### src/hdl/rcrp_pkg.sv
// Types, character codes and field schedules of the record parser.
// No dependencies; used by rcrp_core and radio_channel_record_parser.
package rcrp_pkg;

    localparam int CALL_CHARS = 8;
    localparam logic [4:0] FO_FIELDS = 5'd21;
    localparam logic [4:0] ME_FIELDS = 5'd23;
    localparam logic [33:0] FREQ_MAX = 34'd9999999999;

    localparam logic [7:0] CH_F     = 8'h46;
    localparam logic [7:0] CH_O     = 8'h4F;
    localparam logic [7:0] CH_M     = 8'h4D;
    localparam logic [7:0] CH_E     = 8'h45;
    localparam logic [7:0] CH_SPACE = 8'h20;
    localparam logic [7:0] CH_COMMA = 8'h2C;
    localparam logic [7:0] CH_CR    = 8'h0D;
    localparam logic [7:0] CH_LF    = 8'h0A;
    localparam logic [7:0] CH_NUL   = 8'h00;
    localparam logic [7:0] CH_0     = 8'h30;
    localparam logic [7:0] CH_9     = 8'h39;
    localparam logic [7:0] CH_A     = 8'h41;
    localparam logic [7:0] CH_B     = 8'h42;

    localparam logic ITEM_FIELD  = 1'b0;
    localparam logic ITEM_STATUS = 1'b1;
    localparam logic ST_OK       = 1'b0;
    localparam logic ST_ERROR    = 1'b1;

    typedef enum logic [1:0] {
        PH_PREFIX,
        PH_FIELDS,
        PH_SWALLOW
    } phase_t;

    typedef enum logic [1:0] {
        SK_DEC,
        SK_STEP,
        SK_CALL
    } slot_kind_t;

    typedef struct packed {
        slot_kind_t  kind;
        logic [3:0]  width;
        logic [33:0] limit;
    } slot_t;

    typedef struct packed {
        logic        item_kind;
        logic        record_kind;
        logic [4:0]  field_number;
        logic [63:0] field_value;
        logic [3:0]  field_length;
        logic        status;
        logic        last_of_record;
    } item_t;

    typedef struct packed {
        logic [1:0] n;
        item_t      a;
        item_t      b;
    } emit_t;

    function automatic slot_t mk_slot(slot_kind_t k, logic [3:0] w, logic [33:0] lim);
        slot_t s;
        s.kind  = k;
        s.width = w;
        s.limit = lim;
        return s;
    endfunction

    function automatic slot_t sched_slot(logic me, logic [4:0] idx);
        slot_t s;
        s = mk_slot(SK_DEC, 4'd1, 34'd0);
        if (!me)
        begin
            case (idx)
                5'd0:  s = mk_slot(SK_DEC, 4'd1, 34'd1);
                5'd1:  s = mk_slot(SK_DEC, 4'd10, FREQ_MAX);
                5'd2:  s = mk_slot(SK_DEC, 4'd10, FREQ_MAX);
                5'd3:  s = mk_slot(SK_STEP, 4'd1, 34'd11);
                5'd4:  s = mk_slot(SK_STEP, 4'd1, 34'd11);
                5'd5:  s = mk_slot(SK_DEC, 4'd1, 34'd9);
                5'd6:  s = mk_slot(SK_DEC, 4'd1, 34'd1);
                5'd7:  s = mk_slot(SK_DEC, 4'd1, 34'd3);
                5'd8:  s = mk_slot(SK_DEC, 4'd1, 34'd1);
                5'd9:  s = mk_slot(SK_DEC, 4'd1, 34'd1);
                5'd10: s = mk_slot(SK_DEC, 4'd1, 34'd1);
                5'd11: s = mk_slot(SK_DEC, 4'd1, 34'd1);
                5'd12: s = mk_slot(SK_DEC, 4'd1, 34'd1);
                5'd13: s = mk_slot(SK_DEC, 4'd1, 34'd3);
                5'd14: s = mk_slot(SK_DEC, 4'd2, 34'd41);
                5'd15: s = mk_slot(SK_DEC, 4'd2, 34'd41);
                5'd16: s = mk_slot(SK_DEC, 4'd3, 34'd103);
                5'd17: s = mk_slot(SK_DEC, 4'd1, 34'd3);
                5'd18: s = mk_slot(SK_CALL, 4'd0, 34'd0);
                5'd19: s = mk_slot(SK_DEC, 4'd1, 34'd2);
                5'd20: s = mk_slot(SK_DEC, 4'd2, 34'd99);
                default: s = mk_slot(SK_DEC, 4'd1, 34'd0);
            endcase
        end
        else
        begin
            case (idx)
                5'd0:  s = mk_slot(SK_DEC, 4'd3, 34'd999);
                5'd1:  s = mk_slot(SK_DEC, 4'd10, FREQ_MAX);
                5'd2:  s = mk_slot(SK_DEC, 4'd10, FREQ_MAX);
                5'd3:  s = mk_slot(SK_STEP, 4'd1, 34'd11);
                5'd4:  s = mk_slot(SK_STEP, 4'd1, 34'd11);
                5'd5:  s = mk_slot(SK_DEC, 4'd1, 34'd9);
                5'd6:  s = mk_slot(SK_DEC, 4'd1, 34'd1);
                5'd7:  s = mk_slot(SK_DEC, 4'd1, 34'd3);
                5'd8:  s = mk_slot(SK_DEC, 4'd1, 34'd1);
                5'd9:  s = mk_slot(SK_DEC, 4'd1, 34'd1);
                5'd10: s = mk_slot(SK_DEC, 4'd1, 34'd1);
                5'd11: s = mk_slot(SK_DEC, 4'd1, 34'd1);
                5'd12: s = mk_slot(SK_DEC, 4'd1, 34'd1);
                5'd13: s = mk_slot(SK_DEC, 4'd1, 34'd1);
                5'd14: s = mk_slot(SK_DEC, 4'd1, 34'd3);
                5'd15: s = mk_slot(SK_DEC, 4'd2, 34'd41);
                5'd16: s = mk_slot(SK_DEC, 4'd2, 34'd41);
                5'd17: s = mk_slot(SK_DEC, 4'd3, 34'd103);
                5'd18: s = mk_slot(SK_DEC, 4'd1, 34'd3);
                5'd19: s = mk_slot(SK_CALL, 4'd0, 34'd0);
                5'd20: s = mk_slot(SK_DEC, 4'd1, 34'd2);
                5'd21: s = mk_slot(SK_DEC, 4'd2, 34'd99);
                5'd22: s = mk_slot(SK_DEC, 4'd1, 34'd1);
                default: s = mk_slot(SK_DEC, 4'd1, 34'd0);
            endcase
        end
        return s;
    endfunction

endpackage

### src/hdl/rcrp_core.sv
// Parse state and per-byte field logic of the record parser.
// Depends on rcrp_pkg; instantiated by radio_channel_record_parser.
module rcrp_core (
    input  logic            clk,
    input  logic            rst_n,
    input  logic            step,
    input  logic [7:0]      data_byte,
    input  logic            last_byte,
    output rcrp_pkg::emit_t emit
);

    rcrp_pkg::phase_t phase_reg, phase_next;
    logic [1:0]  pos_reg, pos_next;
    logic        kind_reg, kind_next;
    logic [4:0]  fidx_reg, fidx_next;
    logic [3:0]  cnt_reg, cnt_next;
    logic [33:0] acc_reg, acc_next;
    logic [63:0] call_reg, call_next;

    rcrp_pkg::slot_t slot;
    logic        final_f;
    logic        is_comma;
    logic        skip;
    logic        is_digit;
    logic [3:0]  digit;
    logic        take_ok;
    logic [33:0] acc_t;
    logic [63:0] call_t;
    logic [3:0]  cnt_t;
    logic [33:0] cl_acc;
    logic [63:0] cl_call;
    logic [3:0]  cl_cnt;
    logic        close_ok;
    logic [63:0] close_val;
    logic        pre_bad;
    logic        f_bad;
    logic        comma_ok;
    logic        last_ok;
    logic        bad;
    logic        fld_emit;

    // evaluation of the byte against the current field
    always_comb
    begin
        slot     = rcrp_pkg::sched_slot(kind_reg, fidx_reg);
        final_f  = fidx_reg == (kind_reg ? rcrp_pkg::ME_FIELDS - 5'd1
                                         : rcrp_pkg::FO_FIELDS - 5'd1);
        is_comma = data_byte == rcrp_pkg::CH_COMMA;
        skip     = last_byte && (data_byte == rcrp_pkg::CH_CR);
        is_digit = (data_byte >= rcrp_pkg::CH_0) && (data_byte <= rcrp_pkg::CH_9);
        digit    = data_byte[3:0];
        cnt_t    = cnt_reg + 4'd1;
        acc_t    = acc_reg;
        call_t   = call_reg;
        take_ok  = 1'b0;
        case (slot.kind)
            rcrp_pkg::SK_DEC:
            begin
                take_ok = is_digit && (cnt_reg < slot.width);
                acc_t   = (acc_reg << 3) + (acc_reg << 1) + {30'd0, digit};
            end
            rcrp_pkg::SK_STEP:
            begin
                take_ok = (cnt_reg == 4'd0) && (is_digit || data_byte == rcrp_pkg::CH_A
                                                || data_byte == rcrp_pkg::CH_B);
                if (is_digit)
                    acc_t = {30'd0, digit};
                else if (data_byte == rcrp_pkg::CH_B)
                    acc_t = 34'd11;
                else
                    acc_t = 34'd10;
            end
            rcrp_pkg::SK_CALL:
            begin
                take_ok = (data_byte != rcrp_pkg::CH_NUL) && (data_byte != rcrp_pkg::CH_CR)
                          && (data_byte != rcrp_pkg::CH_LF)
                          && (cnt_reg < 4'(rcrp_pkg::CALL_CHARS));
                call_t  = {call_reg[55:0], data_byte};
            end
            default:
                take_ok = 1'b0;
        endcase

        if (is_comma || skip)
        begin
            cl_acc  = acc_reg;
            cl_call = call_reg;
            cl_cnt  = cnt_reg;
        end
        else
        begin
            cl_acc  = (slot.kind == rcrp_pkg::SK_CALL) ? acc_reg : acc_t;
            cl_call = (slot.kind == rcrp_pkg::SK_CALL) ? call_t : call_reg;
            cl_cnt  = cnt_t;
        end

        case (slot.kind)
            rcrp_pkg::SK_DEC:
            begin
                close_ok  = (cl_cnt == slot.width) && (cl_acc <= slot.limit);
                close_val = {30'd0, cl_acc};
            end
            rcrp_pkg::SK_STEP:
            begin
                close_ok  = cl_cnt == 4'd1;
                close_val = {30'd0, cl_acc};
            end
            rcrp_pkg::SK_CALL:
            begin
                close_ok  = 1'b1;
                close_val = cl_call;
            end
            default:
            begin
                close_ok  = 1'b0;
                close_val = 64'd0;
            end
        endcase

        case (pos_reg)
            2'd0:    pre_bad = (data_byte != rcrp_pkg::CH_F) && (data_byte != rcrp_pkg::CH_M);
            2'd1:    pre_bad = data_byte != (kind_reg ? rcrp_pkg::CH_E : rcrp_pkg::CH_O);
            default: pre_bad = data_byte != rcrp_pkg::CH_SPACE;
        endcase

        f_bad    = !skip && (is_comma ? (final_f || !close_ok) : !take_ok);
        comma_ok = is_comma && !f_bad;
        // a comma on the final byte leaves an empty field, never valid
        last_ok  = !f_bad && last_byte && !is_comma && final_f && close_ok;

        bad      = 1'b1;
        fld_emit = 1'b0;
        case (phase_reg)
            rcrp_pkg::PH_PREFIX:
                bad = pre_bad || last_byte;
            rcrp_pkg::PH_FIELDS:
            begin
                bad      = f_bad || (last_byte && !last_ok);
                fld_emit = comma_ok || last_ok;
            end
            default:
                bad = 1'b1;
        endcase
    end

    // next state
    always_comb
    begin
        phase_next = phase_reg;
        pos_next   = pos_reg;
        kind_next  = kind_reg;
        fidx_next  = fidx_reg;
        cnt_next   = cnt_reg;
        acc_next   = acc_reg;
        call_next  = call_reg;
        case (phase_reg)
            rcrp_pkg::PH_PREFIX:
            begin
                if (!pre_bad)
                begin
                    if (pos_reg == 2'd0)
                        kind_next = data_byte == rcrp_pkg::CH_M;
                    if (pos_reg == 2'd2)
                    begin
                        phase_next = rcrp_pkg::PH_FIELDS;
                        fidx_next  = 5'd0;
                        cnt_next   = 4'd0;
                        acc_next   = 34'd0;
                        call_next  = 64'd0;
                    end
                    else
                        pos_next = pos_reg + 2'd1;
                end
                if (bad)
                    phase_next = rcrp_pkg::PH_SWALLOW;
            end
            rcrp_pkg::PH_FIELDS:
            begin
                if (comma_ok)
                begin
                    fidx_next = fidx_reg + 5'd1;
                    cnt_next  = 4'd0;
                    acc_next  = 34'd0;
                    call_next = 64'd0;
                end
                else if (!skip && !is_comma && take_ok)
                begin
                    cnt_next = cnt_t;
                    if (slot.kind == rcrp_pkg::SK_CALL)
                        call_next = call_t;
                    else
                        acc_next = acc_t;
                end
                if (bad)
                    phase_next = rcrp_pkg::PH_SWALLOW;
            end
            default:
                phase_next = phase_reg;
        endcase
        if (last_byte)
        begin
            phase_next = rcrp_pkg::PH_PREFIX;
            pos_next   = 2'd0;
            fidx_next  = 5'd0;
            cnt_next   = 4'd0;
            acc_next   = 34'd0;
            call_next  = 64'd0;
        end
    end

    // result items
    always_comb
    begin
        rcrp_pkg::item_t fld;
        rcrp_pkg::item_t sts;
        fld.item_kind      = rcrp_pkg::ITEM_FIELD;
        fld.record_kind    = kind_reg;
        fld.field_number   = fidx_reg;
        fld.field_value    = close_val;
        fld.field_length   = cl_cnt;
        fld.status         = rcrp_pkg::ST_OK;
        fld.last_of_record = 1'b0;
        sts.item_kind      = rcrp_pkg::ITEM_STATUS;
        sts.record_kind    = kind_next;
        sts.field_number   = 5'd0;
        sts.field_value    = 64'd0;
        sts.field_length   = 4'd0;
        sts.status         = bad ? rcrp_pkg::ST_ERROR : rcrp_pkg::ST_OK;
        sts.last_of_record = 1'b1;
        emit.a = fld_emit ? fld : sts;
        emit.b = sts;
        emit.n = step ? ({1'b0, fld_emit} + {1'b0, last_byte}) : 2'd0;
    end

    always_ff @(posedge clk or negedge rst_n)
    begin
        if (!rst_n)
        begin
            phase_reg <= rcrp_pkg::PH_PREFIX;
            pos_reg   <= 2'd0;
            kind_reg  <= 1'b0;
            fidx_reg  <= 5'd0;
            cnt_reg   <= 4'd0;
            acc_reg   <= 34'd0;
            call_reg  <= 64'd0;
        end
        else if (step)
        begin
            phase_reg <= phase_next;
            pos_reg   <= pos_next;
            kind_reg  <= kind_next;
            fidx_reg  <= fidx_next;
            cnt_reg   <= cnt_next;
            acc_reg   <= acc_next;
            call_reg  <= call_next;
        end
    end

endmodule

### src/hdl/radio_channel_record_parser.sv
// Top level of the radio channel record parser: input register, parse core,
// four-entry result queue. Depends on rcrp_pkg and rcrp_core.
//
//   channel | valid     | stall     | payload
//   --------+-----------+-----------+------------------------------------------
//   in      | in_valid  | in_stall  | data_byte, last_byte
//   out     | out_valid | out_stall | item_kind ... last_of_record (7 fields)
//
// One byte per cycle while in_stall is low; a byte's results are queued from the input
// register when the core steps on it, and leave the queue at one per cycle while
// out_stall is low. The end-of-record byte can give a field and a status.
// Input stalls only when the result queue holds three or more items.
// Reset returns the parser to waiting for a record prefix, queue empty.
module radio_channel_record_parser (
    input  logic        clk,
    input  logic        rst_n,
    input  logic        in_valid,
    output logic        in_stall,
    input  logic [7:0]  data_byte,
    input  logic        last_byte,
    output logic        out_valid,
    input  logic        out_stall,
    output logic        item_kind,
    output logic        record_kind,
    output logic [4:0]  field_number,
    output logic [63:0] field_value,
    output logic [3:0]  field_length,
    output logic        status,
    output logic        last_of_record
);

    logic        in_valid_reg;
    logic [7:0]  byte_reg;
    logic        last_reg;
    logic        room;
    logic        step;
    logic        pop;
    rcrp_pkg::emit_t emit;

    rcrp_pkg::item_t q_reg [4];
    logic [1:0] wr_ptr_reg, wr_ptr_next;
    logic [1:0] rd_ptr_reg, rd_ptr_next;
    logic [2:0] count_reg, count_next;
    rcrp_pkg::item_t head;

    assign room     = count_reg <= 3'd2;
    assign in_stall = in_valid_reg && !room;
    assign step     = in_valid_reg && room;

    always_ff @(posedge clk or negedge rst_n)
    begin
        if (!rst_n)
            in_valid_reg <= 1'b0;
        else if (!in_stall)
            in_valid_reg <= in_valid;
    end

    always_ff @(posedge clk)
    begin
        if (in_valid && !in_stall)
        begin
            byte_reg <= data_byte;
            last_reg <= last_byte;
        end
    end

    rcrp_core u_core (
        .clk       (clk),
        .rst_n     (rst_n),
        .step      (step),
        .data_byte (byte_reg),
        .last_byte (last_reg),
        .emit      (emit)
    );

    assign out_valid   = count_reg != 3'd0;
    assign pop         = out_valid && !out_stall;
    assign wr_ptr_next = wr_ptr_reg + emit.n;
    assign rd_ptr_next = rd_ptr_reg + {1'b0, pop};
    assign count_next  = count_reg + {1'b0, emit.n} - {2'b00, pop};

    always_ff @(posedge clk or negedge rst_n)
    begin
        if (!rst_n)
        begin
            wr_ptr_reg <= 2'd0;
            rd_ptr_reg <= 2'd0;
            count_reg  <= 3'd0;
        end
        else
        begin
            wr_ptr_reg <= wr_ptr_next;
            rd_ptr_reg <= rd_ptr_next;
            count_reg  <= count_next;
        end
    end

    always_ff @(posedge clk)
    begin
        if (emit.n != 2'd0)
            q_reg[wr_ptr_reg] <= emit.a;
        if (emit.n == 2'd2)
            q_reg[wr_ptr_reg + 2'd1] <= emit.b;
    end

    assign head           = q_reg[rd_ptr_reg];
    assign item_kind      = head.item_kind;
    assign record_kind    = head.record_kind;
    assign field_number   = head.field_number;
    assign field_value    = head.field_value;
    assign field_length   = head.field_length;
    assign status         = head.status;
    assign last_of_record = head.last_of_record;

endmodule

### config.mk
export PLATFORM = sky130hd
export DESIGN_NAME = radio_channel_record_parser
export DESIGN_NICKNAME = d
export VERILOG_FILES = /design/src/hdl/rcrp_pkg.sv /design/src/hdl/rcrp_core.sv /design/src/hdl/radio_channel_record_parser.sv
export SDC_FILE = /design/constraint.sdc
export NUM_CORES = 1
export LEC_CHECK = 0
export ABC_AREA = 1
export ABC_CLOCK_PERIOD_IN_PS = 18120
export BUFFER_PORTS_ARGS = -buffer_cell sky130_fd_sc_hd__buf_2
export CAP_MARGIN = 5
export CORE_MARGIN = 4
export CORE_UTILIZATION = 45
export CTS_BUF_LIST = sky130_fd_sc_hd__clkbuf_16
export DETAILED_ROUTE_END_ITERATION = 8
export MAX_ROUTING_LAYER = met4
export PLACE_DENSITY_LB_ADDON = 0.08
export SLEW_MARGIN = 20
export SYNTH_ARGS = -nofsm -noshare
export SYNTH_HDL_FRONTEND = slang
export SYNTH_SLANG_ARGS = --single-unit
### constraint.sdc
create_clock -name clk -period 18.12 [get_ports clk]
set_input_delay 0.906 -clock clk [delete_from_list [all_inputs] [get_ports clk]]
set_output_delay 0.906 -clock clk [all_outputs]
set_load 0.02 [all_outputs]
======== Yosys cells after proc, flatten, opt, wreduce, memory -nomap -nowiden ========
Memory sizes are Yosys's and may differ from the RTL's.
Index checks and enable logic that the tools add are counted.
storage, ports and cells
  flip-flop bits (word level) ............. 129
  memories kept ........................... 3
  word-level logic and storage cells ...... 177
  output and inout bits ................... 79
  bits in read-only memories .............. 1,600
  RAM bits ................................ 308
  input bits .............................. 13
operators by class
  equal/unequal tests ..................... 30
  reductions and logical operators ........ 53
  muxes and demuxes ....................... 61
  add/sub/neg operators ................... 11
  magnitude comparators ................... 6
memory list
  name             words  width  read ports  clocked after Yosys merged registers in  wr ports  RTL line                           text
  (no name shown)  32     25     1           0                                        0         rcrp_pkg.sv:76                     case (idx)
  (no name shown)  32     25     1           0                                        0         rcrp_pkg.sv:103                    case (idx)
  q_reg            4      77     1           0                                        2         radio_channel_record_parser.sv:40  rcrp_pkg::item_t q_reg [4];
operator list
  kind                                                                      number
  64-bit 2-to-1 mux                                                         7
  34-bit 2-to-1 mux                                                         8
  64-bit one-hot mux with 2 select lines                                    2
  34-bit one-hot mux with 2 select lines                                    2
  77-bit 2-to-1 mux                                                         1
  40-bit 2-to-1 mux                                                         1
  34-bit adder                                                              1
  34-bit by 4-bit adder with 34-bit output                                  1
  34-bit <= comparator                                                      1
  4-bit 2-to-1 mux                                                          7
  8-bit by 7-bit equality test with 1-bit output (second input constant)    3
  1-bit logical AND                                                         22
  2-bit 2-to-1 mux                                                          11
  5-bit 2-to-1 mux                                                          4
  8-bit by 4-bit inequality test with 1-bit output (second input constant)  2
  8-bit by 7-bit inequality test with 1-bit output (second input constant)  2
  5-bit AND reduction                                                       3
  4-bit by 2-bit inequality test with 1-bit output (second input constant)  3
  1-bit 2-to-1 mux                                                          11
  5-bit one-hot mux with 2 select lines                                     1
  1-bit logical NOT                                                         9
  3-bit by 2-bit inequality test with 1-bit output (second input constant)  3
  8-bit by 4-bit equality test with 1-bit output (second input constant)    1
  8-bit by 6-bit equality test with 1-bit output (second input constant)    1
  other kinds (36)                                                          54

======== Depth between registers and ports, before layout ========
Gate-level depths: netlist of the first run.
  depth after elaboration ................. 25
  depth in mapped cells ................... 48
  depth with buffers taken out ............ 42

======== By module ========
A second synthesis of the first run with hierarchy kept.
second synthesis, totals
  cell total of the unflattened synthesis .. 3,524
  area, all modules ....................... 27,602.7 µm²
modules (own cells, without submodules)
  module                       cells an instance  times used  area an instance (µm²)  seq. area each (µm²)
  radio_channel_record_parser  1,663              1           15,751.4                9,719.3
  rcrp_core                    1,861              1           11,851.4                2,802.7

======== Worst setup path after synthesis of the first run ========
Ideal clock, no wire load.
  path type ............................... register to register
  start point ............................. reg byte_reg[3]
  end point ............................... mem q_reg[0][10] (netlist bit)
  data arrival time ....................... 5.725 ns
  library setup time ...................... 0.059 ns
  path buffers ............................ 3
  period minus slack after synthesis ...... 5.784 ns
  stages on the path, launching flop included .. 40
  slack ................................... 12.336 ns
  data required time ...................... 18.061 ns
  cells stage by stage .................... edfxtp_1 > fa_1 > inv_1 > fa_1 > inv_1 > nand3_1 > nand3_1 > nand3_1 > nand3_1 > inv_1 > o21ai_0 > a211o_1 > a21oi_1 > o21ai_0 > o21ai_0 > nand2_1 > o21ai_0 > ha_1 > [... 4 more ...] > nand2_1 > nand2_1 > nand3_1 > nand2_1 > nand2_1 > nand2_1 > and3_1 > buf_4 > buf_2 > ha_1 > o21ai_0 > nor3_1 > inv_1 > nand2_1 > inv_2 > clkbuf_1 > nand2_1 > nand2_1
RTL lines
  what                    RTL line                           text
  start, declared         radio_channel_record_parser.sv:33  logic [7:0] byte_reg;
  start signal, assigned  radio_channel_record_parser.sv:62  byte_reg <= data_byte;
  end, declared           radio_channel_record_parser.sv:40

==> results of run 1 <==
## how the worst max path moves through the flow
stage	startpoint	endpoint	slack [ns]
after floorplan	byte_reg[3]$_DFFE_PP_	q_reg[0][10]$_SDFFE_PP0P_	12.34
after global placement	u_core.fidx_reg[2]$_DFFE_PN0P_	q_reg[3][22]$_SDFFE_PP0P_	10.23
after detailed placement	u_core.fidx_reg[0]$_DFFE_PN0P_	q_reg[3][16]$_SDFFE_PP0P_	10.14
after CTS	u_core.fidx_reg[0]$_DFFE_PN0P_	q_reg[3][16]$_SDFFE_PP0P_	10.10
after global routing	u_core.fidx_reg[0]$_DFFE_PN0P_	q_reg[3][16]$_SDFFE_PP0P_	9.33
final	u_core.fidx_reg[0]$_DFFE_PN0P_	q_reg[3][16]$_SDFFE_PP0P_	9.97
## logic make-up (layout without fill, tap and decap cells)
family / count (synthesis) / in the layout / synth area share (%)
flip-flops: 433 / 433 / 39.6
adder cells (fa/ha/maj): 108 / 108 / 5.76
AO/OA/AOI/OAI: 627 / 627 / 14.0
buffers and inverters: 489 / 483 / 8.96
other: 0 / 1 / 0
AND/OR/NAND/NOR: 1790 / 1790 / 31.1
XOR/XNOR: 15 / 15 / 0.582
## metal layers
metal	routed length [um]	track usage (%)	vias to the layer above	share of wire, %
li1	-	-	11300	-
met1	35800	38.8	11100	47
met2	35000	42.0	754	46
met3	4710	2.82	95	6.1
met4	1190	5.28	0	1.6
met5	0	-	-	0
## synthesized netlist by cell type (53+ instances only)
master and instances:
nor2_1 260, o21ai_1 53, dfrtp_1 120, nand2_1 1016, ha_1 105, a21oi_1 104, nand3_1 460, inv_1 262
clkbuf_1 139, o21ai_0 348, dfxtp_1 296, o22ai_1 91
## cell type report
type / instances / area share, %
multi-input cells: 2540 / 47.6
flip-flops and latches: 433 / 36.5
clock buffers: 51 / 4.94
inverters: 273 / 3.98
well taps: 688 / 3.33
repair buffers: 118 / 2.56
clock inverters: 41 / 1.01
diodes: 1 / 0.00968
## report_power, final
part	total, W	leakage (nW)	internal (W)	switching, W
clock network	0.000959	0.805	0.000539	0.000420
registers	0.00103	4.20	0.000996	0.0000379
logic	0.00121	7.56	0.000313	0.000902
total	0.00321	12.6	0.00185	0.00136
## per-stage QoR
| stage | setup WS, ns | hold slack [ns] |
|---|---|---|
| 2_1_floorplan | 12.34 | 0.421 |
| 3_3_place_gp | 10.23 | 0.432 |
| 3_5_place_dp | 10.14 | 0.434 |
| 4_1_cts | 10.10 | 0.391 |
| 5_1_grt | 9.33 | 0.438 |
| 6_report | 9.97 | 0.388 |
## critical path, delay by kind of cell, from the launching register on
family / cells / cell delay (ns)
and+or+nand+nor: 23 / 2.56
buffers and inverters: 9 / 2.32
AOI/OAI and AO/OA: 8 / 1.68
adders and majority gates: 3 / 0.85
DFF: 1 / 0.52
==> flow_results.org, run 1 <==
** Status
- Status :: complete, no violations

** Clock tree
- The H-tree was split into 2 levels.
- Num CTS Buffers :: 50
- CTS saw 433 sinks.
- Post-CTS timing repair inserted 0 buffers for setup.
- Clock-pin slew was measured on the worst setup and hold paths at 0.06 ns.
- Resized cells post-CTS :: 0
- Total of hold buffers inserted after clock tree synthesis :: 0
- Clock latency on the worst-skew pair :: 0.59 ns
- Library cell used as clock root buffer :: clkbuf_16
- Number of buffers between clock root and the deepest sink :: 3
- Clock tree from TritonCTS :: built

** Setup path
- In this run the worst path has a maximum fanout of 74.
- Cell repeated most along the worst path :: nand2_1
- Critical R2R Capture :: q_reg[3][16]$_SDFFE_PP0P_
- The worst setup path is of the flip-flop to flip-flop kind.
- Measured in cells, the most critical reg-to-reg path has a length of 43.
- Highest-delay cell along the critical path :: buf_4
- Peak per-stage delay on the critical path :: 0.67 ns
- Data arrives at the worst endpoint at 8.68 ns.
- Worst Setup End Kind :: flip-flop
- At the worst endpoint, the required time is 18.65 ns.
- The setup check on the worst reg-to-reg path leaves a slack of 9.97 ns.
- The startpoint identified for the worst register-to-register timing path is u_core.fidx_reg[0]$_DFFE_PN0P_.
- The worst setup path is launched from a flip-flop.

** Die
- The floorplan has 84 rows.
- Number of placed I/O pins :: 92
- DIE AREA :: 0.0568 sq mm
- Starting utilization of the core area :: 45.4%
- The die is 238 um wide.
- Core area :: 0.0526 sq mm
- In this run the vertical extent of the chip is 238 um.

** Final layout
- Layout Area Growth over Synthesis :: 8.36%
- Once layout is done, the placed cells without fillers occupy 0.0259 sq mm.
- Once layout is complete, the utilization of the core stands at 49.2%.
- Counting the fill cells in the layout gives 5321.
- # nets final :: 3537
- Once layout is complete, the cells apart from fillers number 4145.
- The library cell used most frequently in the layout, excluding fill and tap cells, is nand2_1.
- In the layout the commonest cells are nand2_1 (1016), nand3_1 (460), o21ai_0 (348).
- FF+latch area :: 0.00944 sq mm
- The multi-input combinational cells in the finished layout cover a total of 0.0123 sq mm.
- Number of flip-flops under the largest register name :: 304
- Of the cells placed in the final design, the portion with a size suffix greater than 1 is 6.45%.

** Route
- Across all layers, the routed design uses 23300 vias.
- After detailed routing, the total wire length is 76700 um.
- Before antenna repair, the detailed router went through 6 iterations.
- In this run, the number of DRC markers left after iteration 0 of detailed routing was 2404.
- The detail route stage leaves a number of antenna-violating nets equal to 0.
- After detailed routing, the number of remaining DRC violations is 0.
- Via density per instance :: 5.61
- Average wire length per cell after detail routing :: 18.5 um

** Logic synthesis
- Net count of the mapped netlist :: 3583
- Sorting the synthesized cells by area gives the leading types as dfxtp_1 (25%), nand2_1 (16%), dfrtp_1 (13%).
- Post-Synthesis Cell Area :: 0.0239 sq mm
- The average instance in the mapped netlist occupies 6.89 sq um.
- For this run, asynchronously set or reset flops after synthesis account for 27.7%.
- In this run, synthesis produced a sequential element count of 433.
- Number of enable flip-flop cells after synthesis :: 17
- Sequential elements use 39.6% of the synthesized area.
- Distinct cell type count of the synthesized netlist :: 47
- dfxtp_1 takes more of the synthesized area than any other cell.
- Gate Count Post-Synth :: 3462
- During synthesis, Yosys emitted a total of 0 warnings.
- The synthesized design devotes to its leading area cell type 24.8% of total area.
- Among all flip-flop cells after synthesis, the most frequent one is dfxtp_1.

** STA
- For the final routed database, the setup TNS stands at 0 ns.
- Max frequency :: 123 MHz
- Final Skew :: 0.0220 ns
- The worst pin sits at a relative slew slack of 25.3%.
- Final critical-path required period :: 8.15 ns
- Count of pins over their slew limit :: 0
- The count of final hold-check violations came to 0.
- Setup violations remaining at the end of the flow were counted as 0.
- Setup repair after global routing left no endpoint under its margin.
- Worst Tran Pin Value :: 1.12 ns
- Dividing the final minimum period by the clock period gives 45.0%.

** Pwr
- Leakage power summed over all cells :: 12.6 nW
- IR analysis of the VDD net gives a maximum drop of 0.192 mV.
- Power spread over the standard cell area amounts to 124 mW/mm^2.
- Total Power :: 0.00321 W

** Place
- Once placement completed, the tool counted placed cells totaling 4052.
- The wire-length estimate of the detail-placed layout is 49100 um.
- Routability-driven placement finished with a final weighted congestion of 0.955.
- In this run the tool buffered the top-level ports with 91 buffer cells.
- Summing all placed instances gives a cell area of 0.0243 sq mm.

** Global route
- The number of antenna violations at the first check in global routing came to 0.
- Wire length of the first global-routing pass :: 122000 um
- Maximum number of pins on one net before global-route repair :: 110
- In the global route stage, overall resource usage came out at 27.1%.
- Via count of the first global-routing pass :: 21700
- Congestion Overflow GR :: 0

** Flow run
- Count of max-cap constraint violations :: 0

** Min path
- Worst Hold Class :: input port to async pin
Power figures use the tool's default switching activity.
==> run 2, diff against run 1 <==
--- a/config.mk
+++ b/config.mk
@@ -6,7 +6,7 @@
 export NUM_CORES = 1
 export LEC_CHECK = 0
 export ABC_AREA = 1
-export ABC_CLOCK_PERIOD_IN_PS = 18120
+export ABC_CLOCK_PERIOD_IN_PS = 8200
 export BUFFER_PORTS_ARGS = -buffer_cell sky130_fd_sc_hd__buf_2
 export CAP_MARGIN = 5
 export CORE_MARGIN = 4
==> constraint.sdc (replaced) <==
create_clock -name clk -period 8.2 [get_ports clk]
set_input_delay 0.41 -clock clk [delete_from_list [all_inputs] [get_ports clk]]
set_output_delay 0.41 -clock clk [all_outputs]
set_load 0.02 [all_outputs]
==> run 2 against run 1 <==
Die area unchanged. Sequential share of layout area decreased by 0.27 points. Worst setup slack got worse by 9.2 ns. Final cell count increased by 0.34%. Combinational power increased by 120%. Clock power increased by 120%. First-iteration DRC count decreased by 8.4%. Non-clock buffer count increased by 15. Clock-buffer cell count decreased by 1. Fmax increased by 10%. Core utilization increased by 0.36 points. Via count decreased by 0.14%. Critical path type unchanged. Critical endpoint is now q_reg[1][18]$_SDFFE_PP0P_. Largest cell class unchanged.
==> flow_results.org, run 2 (same netlist as run 1, synthesis figures left out) <==
** Place
- Placed inst area :: 0.0244 sq mm (+0.44%)
- Post-Place Worst Slack :: 0.805 ns (-9.34 ns)
- Detailed placer's ending HPWL :: 49100 um (-0.15%)
- Port bufs :: 91 (unchanged)
- Global placement routability congestion :: 0.924 (-3.2%)

** Die
- DIE WIDTH :: 238 um (unchanged)
- DIE AREA :: 0.0568 sq mm (unchanged)
- Number of placed I/O pins :: 92 (unchanged)
- The total number of placement rows is 84 (unchanged).
- The area inside the core boundary was 0.0526 sq mm (unchanged).
- The initial standard-cell utilization of the core was 45.4% (unchanged).
- Die H :: 238 um (unchanged)

** Final layout
- Layout Area Growth over Synthesis :: 9.17%
- The number of fillers in the final layout is 5347 (+0.49%).
- The final design area excluding fillers is 0.0260 sq mm (+0.74%).
- Fraction of final layout cells with drive strength greater than 1 :: 6.63% (+0.18 points)
- Final standard cell utilization of the core :: 49.6% (+0.36 points)
- Leaving out fill and tap cells, the most frequent cell in the layout is nand2_1.
- # nets final :: 3551 (+0.40%)
- The number of flip-flops in the largest register is 304 (unchanged).
- The library cells used most frequently in the layout, excluding fill and tap cells, are nand2_1 (1016), nand3_1 (460), o21ai_0 (348).

** Pwr
- The combinational cell fraction of total power was 38.0% (about the same).
- The clock power share is 29.8% (about the same).
- The switching power share of the total was 42.3% (-0.080 points).
- Pwr Density :: 272 mW/mm^2 (+120%)
- Total internal power :: 0.00409 W (+120%)
- Total Power :: 0.00709 W (+120%)
- The static leakage came to 12.6 nW (+0.47%).
- Sw Pwr :: 0.00300 W (+120%)
- Portion of total power attributed to sequential cells :: 32.2% (about the same)
- The largest voltage drop on the vdd net came to 0.309 mV (+61%).

** STA
- The shortest clock period the worst path allows after layout came to 7.41 ns (-0.749 ns).
- Final setup margin :: 0.794 ns (-9.17 ns)
- Final Hold Fails :: 0 (unchanged)
- Total Negative Setup Slacks :: 0 ns (unchanged)
- Count of pins over their slew limit :: 0 (unchanged)
- Worst Tran Pin Value :: 1.12 ns (+0.000789 ns)
- The count of final setup violators is 0 (unchanged).
- Setup repair after global routing left no endpoint under its margin.
- The maximum frequency from static timing analysis came to 135 MHz (+10%).
- Final Skew :: 0.0335 ns (+0.0115 ns)
- The portion of the clock cycle consumed by the worst path in the final layout was 90.3% (+45 points).
- The headroom to the max-slew limit was 25.2% (-0.053 points).

** Clock tree
- Num CTS Buffers :: 49 (-2.0%)
- The clock slew seen by the registers of the worst setup and hold paths came to 0.06 ns (about the same).
- Resized cells post-CTS :: 0 (unchanged)
- Total of hold buffers inserted after clock tree synthesis :: 9 (+9)
- Number of buffers added for setup after CTS :: 0 (unchanged)
- H-Tree Level Count :: 2 (unchanged)
- Clock tree from TritonCTS :: built
- In this run the clock root is driven by a clkbuf_16.
- Clock Sink Count :: 433 (unchanged)
- Number of buffers between clock root and the deepest sink :: 3 (unchanged)
- The later-pin clock latency in the skew report is 0.60 ns (about the same).

** Setup path
- The required time of the critical path came to 8.74 ns (-9.91 ns).
- Peak per-stage delay on the critical path :: 0.61 ns (-0.06 ns)
- In this run the worst setup path begins at byte_reg[3]$_DFFE_PP_.
- In this design, the critical path's most frequently occurring cell is nand2_1.
- Critical Path AT :: 7.95 ns (-0.73 ns)
- Highest-delay cell along the critical path :: fa_1
- Crit Path Max Fanout :: 38 (-49%)
- Worst Setup End Kind :: flip-flop
- STA classifies the critical path startpoint as a flip-flop.
- Startpoint of the worst-slack reg-to-reg timing path :: byte_reg[3]$_DFFE_PP_
- Critical setup path kind :: flip-flop to flip-flop

** Global route
- The number of antenna violations at the first check in global routing is 1 (+1).
- Wire length of the first global-routing pass :: 121000 um (-1.5%)
- Maximum number of pins on one net before global-route repair :: 117 (+6.4%)
- GR Util All Layers :: 26.8% (-0.33 points)
- Congestion Overflow GR :: 0 (unchanged)
- The number of global-route vias before repair was 21700 (+0.24%).

** Status
- Status :: complete, no violations

** Route
- The total iterations of the first detailed-routing run is 6 (unchanged).
- Vias :: 23200 (-0.14%)
- Detailed Route Iter0 Violations :: 2202 (-8.4%)
- The remaining antenna violation count was 0 (unchanged).
- Via density per instance :: 5.59 (-0.47%)
- Average wire length per cell after detail routing :: 18.3 um (-1.2%)
- DRT Wirelength :: 76000 um (-0.90%)
- The DRC violations left came to 0 (unchanged).

** Min path
- Worst Hold Class :: input port to flip-flop
- Startpoint of the tightest hold check path :: data_byte[3]

** Flow run
- Count of max-cap constraint violations :: 0 (unchanged)
run 2: cell count changes in the layout (fill, tap and decap cells not counted), sizes merged:
cell,before,now
buf,118,124
clkinv,24,33
dlygate4sd3,0,9
inv,287,278
clkbuf,51,50
run 2: metal layers:
layer,up-vias,GRT usage [%],part of all wire (%)
li1,11400,-,-
met1,11000,36.9,46
met2,767,41.7,46
met3,130,3.72,6.3
met4,0,7.12,2.4
met5,-,-,0
run 2: path summary, 6_finish.rpt:
path,to,slack [ns],depth (start not counted)
worst max-delay path,q_reg[1][18]$_SDFFE_PP0P_,0.79,36
worst min-delay path,byte_reg[3]$_DFFE_PP_,0.02,1
worst max register to register,q_reg[1][18]$_SDFFE_PP0P_,0.79,36
worst min register to register,q_reg[1][33]$_SDFFE_PP0P_,0.45,2
max in group asynchronous,u_core.call_reg[54]$_DFFE_PN0P_,6.30,3
min in group asynchronous,rd_ptr_reg[0]$_DFF_PN0_,0.51,2
run 2: final cells by class:
type / instances / area [sq um] / area share [%]
clock buffer: 50 / 1250 / 4.80
antenna: 1 / 2.50 / 0.00961
sequential: 433 / 9440 / 36.3
clock inverter: 41 / 277 / 1.06
timing repair buffer: 133 / 862 / 3.31
multi-input combinational: 2540 / 12300 / 47.3
inverter: 273 / 1030 / 3.95
tap: 688 / 861 / 3.31
run 2: worst max-delay path: cells and delay by family (launching register included):
| family | cells | cell delay, ns |
|---|---|---|
| simple gates | 19 | 2.35 |
| compound gates | 7 | 1.64 |
| fa+ha+maj | 4 | 1.63 |
| buf+inv | 6 | 1.15 |
| flops | 1 | 0.53 |
run 2: power groups by stage:
stage                     Sequential [W]  Clock (W)  Combinational [W]
after global routing             0.00229    0.00224            0.00294
after detailed placement         0.00233          0            0.00268
after floorplan                  0.00228          0            0.00182
after global placement           0.00233          0            0.00267
final                            0.00229    0.00211            0.00269
after CTS                        0.00228    0.00215            0.00269
run 2: stage by stage:
| stage | hold WS [ns] | cells |
|---|---|---|
| CTS | 0.000250 | 4158 |
| global placement | 0.432 | 4058 |
| floorplan | 0.114 | 3462 |
| global route | 0.00675 | 4159 |
| detailed placement | 0.435 | 4058 |
| finish | 0.0193 | 4159 |
